## config.mk

```make
export PLATFORM = sky130hd
export DESIGN_NAME = ascii_frame_checksum_parser_core
export DESIGN_NICKNAME = d
export VERILOG_FILES = /design/src/hw/rtl/afcp_pkg.sv /design/src/hw/rtl/afcp_in_stage.sv /design/src/hw/rtl/afcp_parser.sv /design/src/hw/rtl/afcp_out_stage.sv /design/src/hw/rtl/ascii_frame_checksum_parser_core.sv
export SDC_FILE = /design/constraint.sdc
export NUM_CORES = 1
export LEC_CHECK = 0
export BUFFER_PORTS_ARGS = -buffer_cell sky130_fd_sc_hd__buf_2
export CAP_MARGIN = 10
export CORE_AREA = 4 4 133 110
export CTS_CLUSTER_SIZE = 24
export DETAILED_ROUTE_END_ITERATION = 8
export DIE_AREA = 0 0 137 114
export PLACE_DENSITY = 0.69
export SETUP_SLACK_MARGIN = 0.4
export SLEW_MARGIN = 10
export SYNTH_ARGS = -nofsm -noshare
export SYNTH_HDL_FRONTEND = slang
export SYNTH_SLANG_ARGS = --single-unit
```

## constraint.sdc

```tcl
create_clock -name i_clk -period 7.5 [get_ports i_clk]
set_input_delay 1.5 -clock i_clk [delete_from_list [all_inputs] [get_ports i_clk]]
set_output_delay 1.5 -clock i_clk [all_outputs]
set_load 0.02 [all_outputs]
```

## src/hw/rtl/afcp_pkg.sv

```systemverilog
// Package for the ASCII frame checksum parser.
// Holds character codes, field sizes, the result struct and the hex decode.
// No dependencies.
package afcp_pkg;

    localparam int unsigned MAX_FRAME_DEF = 32;
    localparam int unsigned CHAR_W        = 8;
    localparam int unsigned FILL_W        = 6;
    localparam int unsigned POS_W         = 5;
    localparam int unsigned PREFIX_W      = 16;
    localparam int unsigned ID_W          = 24;
    localparam int unsigned CHECK_W       = 16;

    localparam int unsigned PREFIX_SIZE = 2;
    localparam int unsigned ID_SIZE     = 3;
    localparam int unsigned DATA_SIZE   = 32;
    localparam int unsigned CHECK_SIZE  = 2;

    localparam logic [CHAR_W-1:0] CH_SEMI  = 8'h3B;
    localparam logic [CHAR_W-1:0] CH_DASH  = 8'h2D;
    localparam logic [CHAR_W-1:0] CH_COLON = 8'h3A;
    localparam logic [CHAR_W-1:0] CH_SLASH = 8'h2F;
    localparam logic [CHAR_W-1:0] CH_UPA   = 8'h41;
    localparam logic [CHAR_W-1:0] CH_ZERO  = 8'h30;
    localparam logic [CHAR_W-1:0] HEX_TEN  = 8'd10;

    typedef enum logic [1:0] {
        FLD_PREFIX = 2'd0,
        FLD_ID     = 2'd1,
        FLD_DATA   = 2'd2,
        FLD_CHECK  = 2'd3
    } t_field;

    typedef struct packed {
        logic                frame_end;
        logic                frame_ok;
        logic                checksum_present;
        logic [PREFIX_W-1:0] prefix_chars;
        logic [ID_W-1:0]     id_chars;
        logic                data_valid;
        logic [CHAR_W-1:0]   data_char;
        logic [POS_W-1:0]    data_position;
    } t_result;

    function automatic logic [CHAR_W-1:0] hex_nibble(input logic [CHAR_W-1:0] c);
        logic [CHAR_W-1:0] v;
        if (c >= CH_UPA) begin
            v = c - CH_UPA + HEX_TEN;
        end else begin
            v = c - CH_ZERO;
        end
        return v;
    endfunction

endpackage

```

## src/hw/rtl/afcp_in_stage.sv

```systemverilog
// Input register of the ASCII frame checksum parser.
// Holds one character beat until the parser can advance it; uses afcp_pkg.
module afcp_in_stage (
    input  logic                       i_clk,
    input  logic                       i_rst_n,
    input  logic                       i_valid,
    input  logic [afcp_pkg::CHAR_W-1:0] i_char,
    output logic                       o_ready,
    input  logic                       i_adv,
    output logic                       o_valid,
    output logic [afcp_pkg::CHAR_W-1:0] o_char
);
    import afcp_pkg::*;

    logic              r_vld;
    logic [CHAR_W-1:0] r_char;

    assign o_ready = !r_vld || i_adv;
    assign o_valid = r_vld;
    assign o_char  = r_char;

    always_ff @(posedge i_clk) begin
        if (!i_rst_n) begin
            r_vld <= 1'b0;
        end else if (o_ready) begin
            r_vld <= i_valid;
        end
    end

    always_ff @(posedge i_clk) begin
        if (o_ready && i_valid) begin
            r_char <= i_char;
        end
    end

endmodule

```

## src/hw/rtl/afcp_parser.sv

```systemverilog
// Frame state and per-character decode of the ASCII frame checksum parser.
// Sorts a character into its field, tracks XOR and length; uses afcp_pkg.
module afcp_parser #(
    parameter int unsigned MAX_FRAME = afcp_pkg::MAX_FRAME_DEF
) (
    input  logic                        i_clk,
    input  logic                        i_rst_n,
    input  logic                        i_step,
    input  logic [afcp_pkg::CHAR_W-1:0] i_char,
    output afcp_pkg::t_result           o_result
);
    import afcp_pkg::*;

    localparam int unsigned LEN_W = $clog2(MAX_FRAME);
    localparam logic [LEN_W-1:0] LEN_LAST = LEN_W'(MAX_FRAME - 1);

    t_field              r_sel,    n_sel;
    logic [FILL_W-1:0]   r_fill,   n_fill;
    logic [LEN_W-1:0]    r_len,    n_len;
    logic [CHAR_W-1:0]   r_xor,    n_xor;
    logic [CHAR_W-1:0]   r_snap,   n_snap;
    logic                r_slash,  n_slash;
    logic                r_bad,    n_bad;
    logic [PREFIX_W-1:0] r_prefix, n_prefix;
    logic [ID_W-1:0]     r_id,     n_id;
    logic [CHECK_W-1:0]  r_check,  n_check;

    logic [FILL_W-1:0] size;
    logic [CHAR_W-1:0] hi_nib;
    logic [CHAR_W-1:0] lo_nib;
    logic [CHAR_W-1:0] want;

    always_comb begin
        case (r_sel)
            FLD_PREFIX: size = FILL_W'(PREFIX_SIZE);
            FLD_ID:     size = FILL_W'(ID_SIZE);
            FLD_DATA:   size = FILL_W'(DATA_SIZE);
            FLD_CHECK:  size = FILL_W'(CHECK_SIZE);
            default:    size = FILL_W'(CHECK_SIZE);
        endcase
    end

    assign hi_nib = hex_nibble(r_check[15:8]);
    assign lo_nib = hex_nibble(r_check[7:0]);
    assign want   = {hi_nib[3:0], 4'h0} + lo_nib;

    always_comb begin
        n_sel    = r_sel;
        n_fill   = r_fill;
        n_len    = r_len;
        n_xor    = r_xor ^ i_char;
        n_snap   = r_snap;
        n_slash  = r_slash;
        n_bad    = r_bad;
        n_prefix = r_prefix;
        n_id     = r_id;
        n_check  = r_check;
        o_result = '0;

        if (i_char == CH_SEMI) begin
            o_result.frame_end        = 1'b1;
            o_result.frame_ok         = !r_bad && (!r_slash || (want == r_snap));
            o_result.checksum_present = r_slash;
            o_result.prefix_chars     = r_prefix;
            o_result.id_chars         = r_id;
            n_sel   = FLD_PREFIX;
            n_fill  = '0;
            n_len   = '0;
            n_xor   = '0;
            n_snap  = '0;
            n_slash = 1'b0;
            n_bad   = 1'b0;
        end else begin
            if (r_len >= LEN_LAST) begin
                n_bad = 1'b1;
            end else begin
                n_len = r_len + 1'b1;
            end

            if (i_char == CH_DASH) begin
                n_sel  = FLD_ID;
                n_fill = '0;
            end else if (i_char == CH_COLON) begin
                n_sel  = FLD_DATA;
                n_fill = '0;
            end else if (i_char == CH_SLASH) begin
                n_sel   = FLD_CHECK;
                n_fill  = '0;
                n_slash = 1'b1;
                n_snap  = r_xor;
            end else if (r_fill >= size) begin
                n_bad = 1'b1;
            end else begin
                n_fill = r_fill + 1'b1;
                case (r_sel)
                    FLD_PREFIX: begin
                        if (r_fill[0]) begin
                            n_prefix[7:0] = i_char;
                        end else begin
                            n_prefix[15:8] = i_char;
                        end
                    end
                    FLD_ID: begin
                        case (r_fill[1:0])
                            2'd0:    n_id[23:16] = i_char;
                            2'd1:    n_id[15:8]  = i_char;
                            default: n_id[7:0]   = i_char;
                        endcase
                    end
                    FLD_DATA: begin
                        o_result.data_valid    = 1'b1;
                        o_result.data_char     = i_char;
                        o_result.data_position = r_fill[POS_W-1:0];
                    end
                    default: begin
                        if (r_fill[0]) begin
                            n_check[7:0] = i_char;
                        end else begin
                            n_check[15:8] = i_char;
                        end
                    end
                endcase
            end
        end
    end

    always_ff @(posedge i_clk) begin
        if (!i_rst_n) begin
            r_sel    <= FLD_PREFIX;
            r_fill   <= '0;
            r_len    <= '0;
            r_xor    <= '0;
            r_snap   <= '0;
            r_slash  <= 1'b0;
            r_bad    <= 1'b0;
            r_prefix <= '0;
            r_id     <= '0;
            r_check  <= '0;
        end else if (i_step) begin
            r_sel    <= n_sel;
            r_fill   <= n_fill;
            r_len    <= n_len;
            r_xor    <= n_xor;
            r_snap   <= n_snap;
            r_slash  <= n_slash;
            r_bad    <= n_bad;
            r_prefix <= n_prefix;
            r_id     <= n_id;
            r_check  <= n_check;
        end
    end

endmodule

```

## src/hw/rtl/afcp_out_stage.sv

```systemverilog
// Result register of the ASCII frame checksum parser.
// Holds one result beat until the consumer takes it; uses afcp_pkg.
module afcp_out_stage (
    input  logic              i_clk,
    input  logic              i_rst_n,
    input  logic              i_load,
    input  afcp_pkg::t_result i_result,
    output logic              o_free,
    output logic              o_valid,
    input  logic              i_ready,
    output afcp_pkg::t_result o_result
);
    import afcp_pkg::*;

    logic    r_vld;
    t_result r_res;

    assign o_free   = !r_vld || i_ready;
    assign o_valid  = r_vld;
    assign o_result = r_res;

    always_ff @(posedge i_clk) begin
        if (!i_rst_n) begin
            r_vld <= 1'b0;
        end else if (o_free) begin
            r_vld <= i_load;
        end
    end

    always_ff @(posedge i_clk) begin
        if (o_free && i_load) begin
            r_res <= i_result;
        end
    end

endmodule

```

## src/hw/rtl/ascii_frame_checksum_parser_core.sv

```systemverilog
// Top level of the ASCII frame checksum parser: input register, parser, result register.
// Depends on afcp_pkg, afcp_in_stage, afcp_parser and afcp_out_stage.
//
// Takes one ASCII character per beat of a frame "prefix-id:data/checksum;" and returns
// one result beat per character. Throughput is one character per cycle while i_ready
// stays high; a held result stalls the input. A result beat moves from the input
// register through the parser into the result register; the parser between them updates
// the frame state for each character as it moves on. Data characters are reported as
// they arrive; the semicolon beat carries frame_ok, checksum_present and the prefix and
// id stores. MAX_FRAME (8 to 64) bounds the frame length, semicolon included.
module ascii_frame_checksum_parser_core #(
    parameter int unsigned MAX_FRAME = afcp_pkg::MAX_FRAME_DEF
) (
    input  logic                          i_clk,
    input  logic                          i_rst_n,
    input  logic                          i_valid,
    output logic                          o_ready,
    input  logic [afcp_pkg::CHAR_W-1:0]   i_char_in,
    output logic                          o_valid,
    input  logic                          i_ready,
    output logic                          o_frame_end,
    output logic                          o_frame_ok,
    output logic                          o_checksum_present,
    output logic [afcp_pkg::PREFIX_W-1:0] o_prefix_chars,
    output logic [afcp_pkg::ID_W-1:0]     o_id_chars,
    output logic                          o_data_valid,
    output logic [afcp_pkg::CHAR_W-1:0]   o_data_char,
    output logic [afcp_pkg::POS_W-1:0]    o_data_position
);
    import afcp_pkg::*;

    logic              in_vld;
    logic [CHAR_W-1:0] in_char;
    logic              out_free;
    logic              step;
    t_result           parse_res;
    t_result           out_res;

    assign step = in_vld && out_free;

    afcp_in_stage u_in (
        .i_clk   (i_clk),
        .i_rst_n (i_rst_n),
        .i_valid (i_valid),
        .i_char  (i_char_in),
        .o_ready (o_ready),
        .i_adv   (out_free),
        .o_valid (in_vld),
        .o_char  (in_char)
    );

    afcp_parser #(
        .MAX_FRAME (MAX_FRAME)
    ) u_parser (
        .i_clk    (i_clk),
        .i_rst_n  (i_rst_n),
        .i_step   (step),
        .i_char   (in_char),
        .o_result (parse_res)
    );

    afcp_out_stage u_out (
        .i_clk    (i_clk),
        .i_rst_n  (i_rst_n),
        .i_load   (step),
        .i_result (parse_res),
        .o_free   (out_free),
        .o_valid  (o_valid),
        .i_ready  (i_ready),
        .o_result (out_res)
    );

    assign o_frame_end        = out_res.frame_end;
    assign o_frame_ok         = out_res.frame_ok;
    assign o_checksum_present = out_res.checksum_present;
    assign o_prefix_chars     = out_res.prefix_chars;
    assign o_id_chars         = out_res.id_chars;
    assign o_data_valid       = out_res.data_valid;
    assign o_data_char        = out_res.data_char;
    assign o_data_position    = out_res.data_position;

    a_end_no_data: assert property (@(posedge i_clk) disable iff (!i_rst_n)
        o_valid && o_frame_end |-> !o_data_valid)
        else $error("frame end beat also carries a data character");

    a_ok_at_end: assert property (@(posedge i_clk) disable iff (!i_rst_n)
        o_valid && (o_frame_ok || o_checksum_present) |-> o_frame_end)
        else $error("frame status outside a frame end beat");

    a_quiet_data: assert property (@(posedge i_clk) disable iff (!i_rst_n)
        o_valid && !o_data_valid |-> (o_data_char == '0) && (o_data_position == '0))
        else $error("data fields set without a data character");

    a_flow: assert property (@(posedge i_clk) disable iff (!i_rst_n)
        in_vld && !o_ready |-> o_valid && !i_ready)
        else $error("input held while result stage is free");

endmodule

```

==> impl_results.md, run 1 <==
* TritonCTS Sinks at 154
* GRT Residual Overflow at 0
* Internal power at 1.40 mW
* Vias in the first global route at 4,110
* Post-synthesis mux area share at 8.93%
* Starting Density at 49.1%
* CTS max path bufs at 2
* Synth Area in Simple Gates at 17.1%
* Switching portion of total power at 23.2%
* Crit path largest cell delay at 590 ps
* Combinational Power Share at 4.2%
* Synth Warn # at 0
* Min Tclk post-route at 3980 ps
* Fin nets at 678
* Leak at 3.18 nW
* Ant diodes at 0
* Synth top area share at 29.9%
* Worst clock skew at 7.09 ps
* Vias per inst at 5.10
* CP endpoint kind: register
* H-tree levels at 4
* Final TNS setup at 0 ps
* CP Class: register to register
* Post-Synth XOR/XNOR Area at 2.95%
* Drc violations at 0
* Reg clk slew, reported paths at 70 ps
* Setup violators final at 0
* Area Growth Syn to Fin at 16.3%
* Die height at 114 um
* Max cap viols at 0
* Post-synthesis compound-gate area fraction at 6.86%
* Relative slew margins at 41.3%
* Setup crit start kind: register
* Area leader, netlist: edfxtp_1
* Part of the power in registers at 50.1%
* Post-synth ARST share at 0%
* Place WS at 3530 ps
* Initial antenna violation count at 0
* Clock latency on the worst-skew pair at 420 ps
* Global-route wire length before repair at 21.2 mm
* Syn Inst Count at 581
* Max Slew Vio Count at 0
* Layout cells sized above 1 at 18.4%
* Mapped cell area at 6530 um2
* Vias at 4,272
* Synth Register Bits at 154
* Slowest-stage cell, CP: a311oi_1
* Router iterations before antenna repair at 4
* Worst-path cell chain: inv_1 -> ha_1 -> or4b_1 -> a311oi_1 -> a211o_1 -> xnor2_1 -> ha_1 -> inv_1 -> fa_1 -> xnor2_1 -> xnor2_1 -> nand3_1 -> or4_1 -> o32ai_1
* Post-CTS Setup Bufs at 0
* Die Wd at 137 um
* CP most frequent cell: xnor2_1
* EDFF count, synth at 65
* Adder-cell area share of the yosys netlist at 4.14%
* Routed WL at 13.0 mm
* Worst Tran Pin Value at 881 ps
* Register area share after synthesis at 57.2%
* Routed Antenna Nets at 0
* CTS tree: done
* Die area at 15,600 um2
* Outcome: completed
* Hpwl dp at 8.35 mm
* CTS Root Cell: clkbuf_16
* CP arrival at 4220 ps
* Cts repair resizes at 0
* DRT iter0 DRCs at 232
* Endpoints failing hold at 0
* Post-Syn Area per Cell at 11.2 um2
* Crit Path Max Fanout at 6
* Yosys cell types at 53
* RSZ-0062 raised after global routing: no
* Largest family of logic cells by synthesized area: simple AND/OR/NAND/NOR gates
* Power share of the clock group at 45.7%
* Peak VDD IR at 161 uV
* Top_reg_cell synth: dfxtp_1
* Area contributors post-synth: edfxtp_1, dfxtp_1, mux2i_1
* Tot GR Track Use at 17.5%
* Psw at 424 uW
* Area of the core at 13,300 um2
* Wire per inst at 15.5 um
* GPL Wtd Cong at 0.807
* Worst EP required at 7740 ps
* Pwr Density at 241 nW/um2
* Hold Crit Class: register to register
* Row Count at 38
* Fmax achieved at 251 MHz
* Hold_ws at 472 ps
* Fin crit share at 53.1%
* Syn Nets at 614
* Num CTS Buffers at 17
* I/O Pins at 71
* Cts hold-fix bufs at 0
* Largest net degree at the start of global routing at 86
* Port bufs at 70
* Post-route setup slack at 3520 ps
[layer usage]
layer	part of all wire, %	up-vias	routed length (um)	GRT usage (%)
met2	46	96	6010	28.1
met1	46	2021	5980	23.0
li1	-	2145	-	-
met4	0.82	0	106	5.19
met5	0	-	0	0
met3	6.8	10	883	5.47
[cell usage in the layout, fill, tap and decap left out, types with 4 or more instances in the layout]
cell	n
dfxtp_1	89
nand3b_1	7
a22oi_1	11
buf_2	70
nand2b_1	4
and2_1	56
xor2_1	7
inv_1	13
nand3_2	4
o21ai_0	11
inv_6	4
nand2_1	20
clkbuf_16	17
buf_4	4
edfxtp_1	65
ha_1	20
xnor2_1	15
nor3_1	9
nor2_1	86
a21oi_1	25
nor4_1	4
and3_1	4
mux2i_1	56
nor2b_1	5
[through the flow]
stage | util [%] | cell area, um2 | total power [mW] | cells
after global placement | 52.7 | 7010 | 1.01 | 806
after detailed placement | 52.7 | 7010 | 1.01 | 806
after global routing | 57.0 | 7590 | 1.90 | 838
after floorplan | - | 6530 | 0.981 | 581
final | 57.0 | 7590 | 1.83 | 838
after CTS | 57.0 | 7590 | 1.85 | 838
[cell type report]
class	instances	area, um2
clock inverter	13	131
tap	180	225
sequential	154	3730
fill	1148	5720
clock buffer	19	453
inverter	15	56.3
timing repair buffer	74	380
multi-input combinational	383	2620
[critical path, delay by kind of cell (launching register included)]
| family | cells | cell delay (ps) |
|---|---|---|
| DFF | 1 | 430 |
| and+or+nand+nor | 3 | 1020 |
| adders and majority gates | 3 | 730 |
| xor gates and xnor gates | 3 | 430 |
| AOI/OAI and AO/OA | 3 | 1030 |
| buffers and inverters | 2 | 150 |
[sequential cells by signal (all words and copies together), names as in the netlist]
name / cells
u_parser.r_prefix: 16
u_parser.r_fill: 6
u_parser.r_check: 16
u_parser.r_bad: 1
u_parser.r_snap: 8
u_in.o_valid: 1
u_parser.r_len: 5
u_in.o_char: 8
u_out.o_result: 57
u_parser.r_sel: 2
u_out.o_valid: 1
u_parser.r_slash: 1
u_parser.r_xor: 8
u_parser.r_id: 24
[power by group through the flow]
stage | Sequential (mW) | Combinational (mW) | Clock (mW)
after floorplan | 0.937 | 0.0445 | 0
after global placement | 0.932 | 0.0760 | 0
after detailed placement | 0.933 | 0.0775 | 0
after CTS | 0.915 | 0.0778 | 0.854
after global routing | 0.917 | 0.0847 | 0.898
final | 0.914 | 0.0767 | 0.835
[Yosys cell counts, drive strengths merged (10+ instances only)]
cell     n
inv     14
xnor2   15
mux2i   56
nand2   20
and2    56
nor3    10
edfxtp  65
clkbuf  19
a22oi   11
dfxtp   89
a21oi   25
o21ai   12
buf     10
nor2    87
ha      20
[final timing paths]
kind	slack [ps]	cells after the start	endpoint	from
min	470	2	u_parser.r_xor[6]	u_parser.r_xor[6]
max reg2reg	3520	14	u_out.o_result[55]	u_parser.r_check[1]
max	3520	14	u_out.o_result[55]	u_parser.r_check[1]
min reg2reg	470	2	u_parser.r_xor[6]	u_parser.r_xor[6]
[kinds of logic (layout without fill, tap and decap cells)]
logic type      after synthesis  in the layout
compound gates               67             67
simple gates                215            215
mux                          58             58
xor+xnor                     22             22
fa+ha+maj                    21             21
buf+inv                      44            121
flops                       154            154
(Power assumes the default switching activity.)
==> inputs of run 2 (changes only) <==
clock period = 3.8 ns   (was 7.5 ns; I/O delays follow)
==> run 2 against run 1 <==
Total power rose by 93%. Setup slack got worse by 3200 ps. Global-route usage up 0.81 points. Utilization is 0.60 points higher. Clock power grew 88%. Die area stayed put. Non-clock buffer count increased by 10. Critical endpoint unchanged.
==> impl_results.md, run 2 (same netlist as run 1, synthesis figures left out) <==
* Post-route cell area at 7670 um2
* Max reg flops at 57
* CP Class: register to register
* Area Growth Syn to Fin at 17.5%
* Most frequent cells in the layout: dfxtp_1, nor2_1, buf_2, edfxtp_1
* Endpoints failing hold at 0
* Row Count at 38
* Starting Density at 49.1%
* Tot GR Track Use at 18.4%
* Switching portion of total power at 22.5%
* Fmax achieved at 284 MHz
* Max cap viols at 0
* R2R Path End: u_out.o_result[55]
* H-tree levels at 4
* Psw at 794 uW
* Outcome: completed
* Routed Antenna Nets at 0
* Worst clock skew at 13.5 ps
* Worst EP required at 4050 ps
* Peak VDD IR at 292 uV
* Clock latency on the worst-skew pair at 430 ps
* I/O Pins at 71
* Initial antenna violation count at 0
* Internal power at 2.73 mW
* Most common cell after layout, fill and taps aside: dfxtp_1
* Slowest-stage cell, CP: fa_2
* Final TNS setup at 0 ps
* CTS Root Cell: clkbuf_16
* Hold Crit Class: register to register
* CP arrival at 3770 ps
* Routed WL at 13.6 mm
* FF-to-FF path depth at 13
* Buf+Inv Stages, Crit Path at 2
* Post-route setup slack at 278 ps
* TritonCTS Sinks at 154
* Drc violations at 0
* Reg clk slew, reported paths at 60 ps
* Largest net degree at the start of global routing at 62
* Hpwl dp at 8.84 mm
* Setup crit start kind: register
* Min Tclk post-route at 3520 ps
* Layout cells sized above 1 at 20.5%
* Pwr Density at 460 nW/um2
* Vias in the first global route at 4,323
* Setup violators final at 0
* Vias per inst at 5.21
* GRT Residual Overflow at 0
* Router iterations before antenna repair at 5
* CP top delay family: simple AND/OR/NAND/NOR gates
* CP most frequent cell: inv_1
* DRT iter0 DRCs at 291
* RSZ-0062 raised after global routing: yes
* CTS max path bufs at 2
* Die Wd at 137 um
* Crit path largest cell delay at 540 ps
* Global-route wire length before repair at 22.0 mm
* Vias at 4,414
* Power share of the clock group at 44.4%
* CP startpoint: u_parser.r_check[1]
* Relative slew margins at 50.0%
* Fin crit share at 92.7%
* Leak at 3.21 nW
* Worst Tran Pin Value at 751 ps
* CTS tree: done
* Port bufs at 70
* Combinational Power Share at 4.4%
* Ant diodes at 0
* Placed cell area at 7060 um2
* Hold_ws at 485 ps
* GPL Wtd Cong at 0.838
* Fin nets at 688
* Crit Path Max Fanout at 2
* Crit. path cell count at 13
* Place WS at 145 ps
* Setup crit end: u_out.o_result[55]
* R2r startpoint: u_parser.r_check[1]
* Reg-to-reg slack, setup at 280 ps
* Area of the core at 13,300 um2
* Tot Pwr at 3.53 mW
* Worst-path cell chain: inv_1 -> ha_1 -> or4b_4 -> a311oi_2 -> a211o_1 -> xnor2_1 -> ha_2 -> inv_1 -> fa_2 -> xor2_1 -> nand3_1 -> or4_4 -> o32ai_2
* Die area at 15,600 um2
* Die height at 114 um
* Wire per inst at 16.0 um
* Num CTS Buffers at 17
* Part of the power in registers at 51.1%
* CP endpoint kind: register
* Max Slew Vio Count at 0
-- run 2: cell types whose count changed in the layout (fill, tap and decap cells not counted), sizes merged --
| cell | previous run | this run |
|---|---|---|
| buf | 74 | 84 |
| inv | 22 | 17 |
| clkinvlp | 0 | 4 |
| clkbuf | 19 | 22 |
| clkinv | 5 | 3 |
-- run 2: per-layer routing --
layer	track usage, %	routed length, um	vias up
met3	4.45	822	18
met5	0	0	-
met2	28.6	6380	129
met4	7.78	256	0
met1	24.6	6100	2097
li1	-	-	2170
-- run 2: repair_timing --
action / CTS / global route
buffers inserted: 3 / 2
resized for setup: 6 / 3
hold buffers: 0 / 0
pin swaps: 4 / 4
endpoints found under the setup margin: 1 / 1
gates cloned: 0 / 0
-- run 2: worst min path at each step --
stage	start	end	slack, ps	depth (start not counted)
final	u_parser.r_prefix[14]	u_parser.r_prefix[14]	490	2
after global routing	i_char_in[2]	u_in.o_char[2]	500	1
after CTS	u_parser.r_prefix[14]	u_parser.r_prefix[14]	490	2
after detailed placement	u_parser.r_xor[7]	u_parser.r_xor[7]	460	2
after global placement	u_parser.r_xor[7]	u_parser.r_xor[7]	450	2
after floorplan	u_parser.r_xor[6]	u_parser.r_xor[6]	440	2
-- run 2: final cells by class --
class,instances,area [um2]
fillers,1145,5640
flip-flops and latches,154,3740
multi-input cells,383,2650
repair buffers,84,455
clock buffers,22,454
well taps,180,225
clock inverters,10,96.3
inverters,15,56.3
-- run 2: power groups by stage --
stage	clock, mW	sequential, mW	combinational, mW
final	1.57	1.80	0.156
after global routing	1.68	1.81	0.173
after CTS	1.60	1.80	0.158
after detailed placement	0	1.84	0.157
after global placement	0	1.84	0.155
after floorplan	0	1.85	0.0878
-- run 2: through the flow --
step / utilization (%) / instances
2_1_floorplan: - / 581
3_3_place_gp: 53.0 / 811
3_5_place_dp: 53.0 / 811
4_1_cts: 57.4 / 846
5_1_grt: 57.7 / 848
6_report: 57.7 / 848
-- run 2: worst reg2reg max path, stage by stage (launching register included) --
cell and delay, ps:
dfxtp_4 340, inv_1 50, ha_1 170, or4b_4 480, a311oi_2 280, a211o_1 170, xnor2_1 140, ha_2 210
inv_1 60, fa_2 540, xor2_1 150, nand3_1 90, or4_4 480, o32ai_2 210
==> inputs of run 3 (changes only) <==
clock period = 3.95 ns   (was 3.8 ns; I/O delays follow)
==> run 3 against run 2 <==
Total power is 3.6% higher. Register-to-register slack improved by 210 ps. Non-clock buffer count decreased by 4. Clock skew is 3.5 ps lower. Setup slack improved by 210 ps. Global-route usage shrank 0.73 points. Critical path type unchanged. Largest power group is now clock.
==> impl_results.md, run 3 (same netlist as run 1, synthesis figures left out) <==
* Hold_ws at 484 ps
* Endpoints failing hold at 0
* Crit. path cell count at 14
* R2r startpoint: u_parser.r_check[1]
* Most common cell after layout, fill and taps aside: dfxtp_1
* Port bufs at 70
* Grt met2 use at 28.3%
* Fmax achieved at 289 MHz
* DRT iter0 DRCs at 266
* Worst hold stages at 2
* Tot GR Track Use at 17.6%
* Hold wc startpoint: u_parser.r_prefix[13]
* Starting Density at 49.1%
* Reg clk slew, reported paths at 60 ps
* Area Growth Syn to Fin at 18.8%
* Power share of the clock group at 48.5%
* Final core utilization at 58.3%
* Switching portion of total power at 21.6%
* Die height at 114 um
* Area occupied by multi-input gates at 2660 um2
* Worst-path cell chain: inv_1 -> ha_1 -> or4b_4 -> a311oi_4 -> a211o_1 -> xnor2_1 -> ha_2 -> inv_1 -> fa_2 -> xnor2_2 -> xnor2_1 -> nand3_1 -> or4_1 -> o32ai_2
* Vias per inst at 5.20
* Max Slew Vio Count at 0
* Combinational Power Share at 4.1%
* Max reg flops at 57
* Hpwl dp at 8.73 mm
* Reg-to-reg slack, setup at 490 ps
* Area of the core at 13,300 um2
* Worst Tran Pin Value at 707 ps
* Drc violations at 0
* CTS tree: done
* FF-to-FF path depth at 14
* CTS max path bufs at 2
* WHS Endpoint: u_parser.r_prefix[13]
* CP endpoint kind: register
* Hold Crit Class: register to register
* Leak at 3.25 nW
* Crit path largest cell delay at 500 ps
* Layout cells sized above 1 at 20.3%
* CP top delay family: simple AND/OR/NAND/NOR gates
* Num CTS Buffers at 17
* Max cap viols at 0
* GRT Residual Overflow at 0
* CP arrival at 3710 ps
* Largest net degree at the start of global routing at 65
* Ant diodes at 0
* Fin nets at 684
* Fin crit share at 87.6%
* Internal power at 2.87 mW
* Part of the power in registers at 47.4%
* Worst clock skew at 9.99 ps
* Vias at 4,385
* Filler cell count at 1,135
* Worst EP required at 4200 ps
* I/O Pins at 71
* CP Class: register to register
* Vias in the first global route at 4,098
* Routed Antenna Nets at 0
* Die Wd at 137 um
* M1 GR Usage at 23.0%
* Cts hold-fix bufs at 0
* Crit Path Max Fanout at 2
* Met3 Usage GRT at 5.60%
* RSZ-0062 raised after global routing: no
* Reg area at 3740 um2
* Setup violators final at 0
* Outcome: completed
* Die area at 15,600 um2
* Relative slew margins at 52.8%
* GPL Wtd Cong at 0.829
* Wire per inst at 15.7 um
* R2R Path End: u_out.o_result[55]
* Min Tclk post-route at 3460 ps
* Slowest-stage cell, CP: or4b_4
* Final TNS setup at 0 ps
* Clock latency on the worst-skew pair at 420 ps
* Buf+Inv Stages, Crit Path at 2
* TritonCTS Sinks at 154
* Peak VDD IR at 455 uV
* Setup crit start kind: register
* Router iterations before antenna repair at 6
* Most frequent cells in the layout: dfxtp_1, nor2_1, buf_2, edfxtp_1
* Row Count at 38
* CTS Root Cell: clkbuf_16
* Global-route wire length before repair at 21.2 mm
* H-tree levels at 4
* Most Crowded Layer GR: met2
* Pwr Density at 471 nW/um2
* Initial antenna violation count at 0
* Psw at 789 uW
* Routed WL at 13.3 mm
[run 3: cell count changes in the layout (fill, tap and decap cells not counted), moves of 2 or more]
cell,before,now
buf_4,14,10
bufinv_16,1,4
clkbuf_1,4,1
clkbuf_8,1,3
clkinv_2,2,0
clkinv_4,1,3
clkinvlp_4,4,0
[run 3: how the worst max path moves through the flow]
stage | from | to
floorplan | u_parser.r_check[1] | u_out.o_result[55]
global route | u_parser.r_check[1] | u_out.o_result[55]
CTS | u_parser.r_check[1] | u_out.o_result[55]
global placement | u_parser.r_check[1] | u_out.o_result[55]
detailed placement | u_parser.r_check[1] | u_out.o_result[55]
finish | u_parser.r_check[1] | u_out.o_result[55]
[run 3: cell type report]
type | instances | share of cell area, %
clock buffer | 21 | 6.07
clock inverter | 11 | 2.37
inverter | 15 | 0.726
multi-input combinational | 383 | 34.2
sequential | 154 | 48.2
tap | 180 | 2.90
timing repair buffer | 80 | 5.48
[run 3: worst register-to-register path: cells and delay by family (launching register included)]
family,cells,cell delay (ps)
and+or+nand+nor,3,1000
AOI/OAI and AO/OA,3,650
xor gates and xnor gates,3,460
DFF,1,340
buffers and inverters,2,100
adders and majority gates,3,750
[run 3: power groups by stage]
stage          Combinational, mW  Sequential, mW  Clock (mW)
5_1_grt                    0.164            1.74        1.88
4_1_cts                    0.150            1.73        1.80
2_1_floorplan             0.0845            1.78           0
6_report                   0.149            1.73        1.77
3_3_place_gp               0.147            1.77           0
3_5_place_dp               0.150            1.77           0
[run 3: what timing repair did]
action | in CTS | in global routing
buffers inserted | 1 | 1
pin swaps | 8 | 6
setup endpoints to repair | 1 | 1
gates resized for setup | 8 | 2
[run 3: per-layer routing]
layer,vias up,part of all wire (%)
li1,2162,-
met5,-,0
met1,2098,46
met2,117,47
met3,8,6.6
met4,0,0.66
[run 3: stage by stage]
| stage | setup slack [ps] | cells | cell area, um2 | total power [mW] |
|---|---|---|---|---|
| 2_1_floorplan | 406 | 581 | 6540 | 1.86 |
| 3_3_place_gp | 430 | 810 | 7050 | 1.91 |
| 3_5_place_dp | 278 | 810 | 7050 | 1.92 |
| 4_1_cts | 396 | 843 | 7730 | 3.68 |
| 5_1_grt | 308 | 844 | 7760 | 3.78 |
| 6_report | 488 | 844 | 7760 | 3.65 |
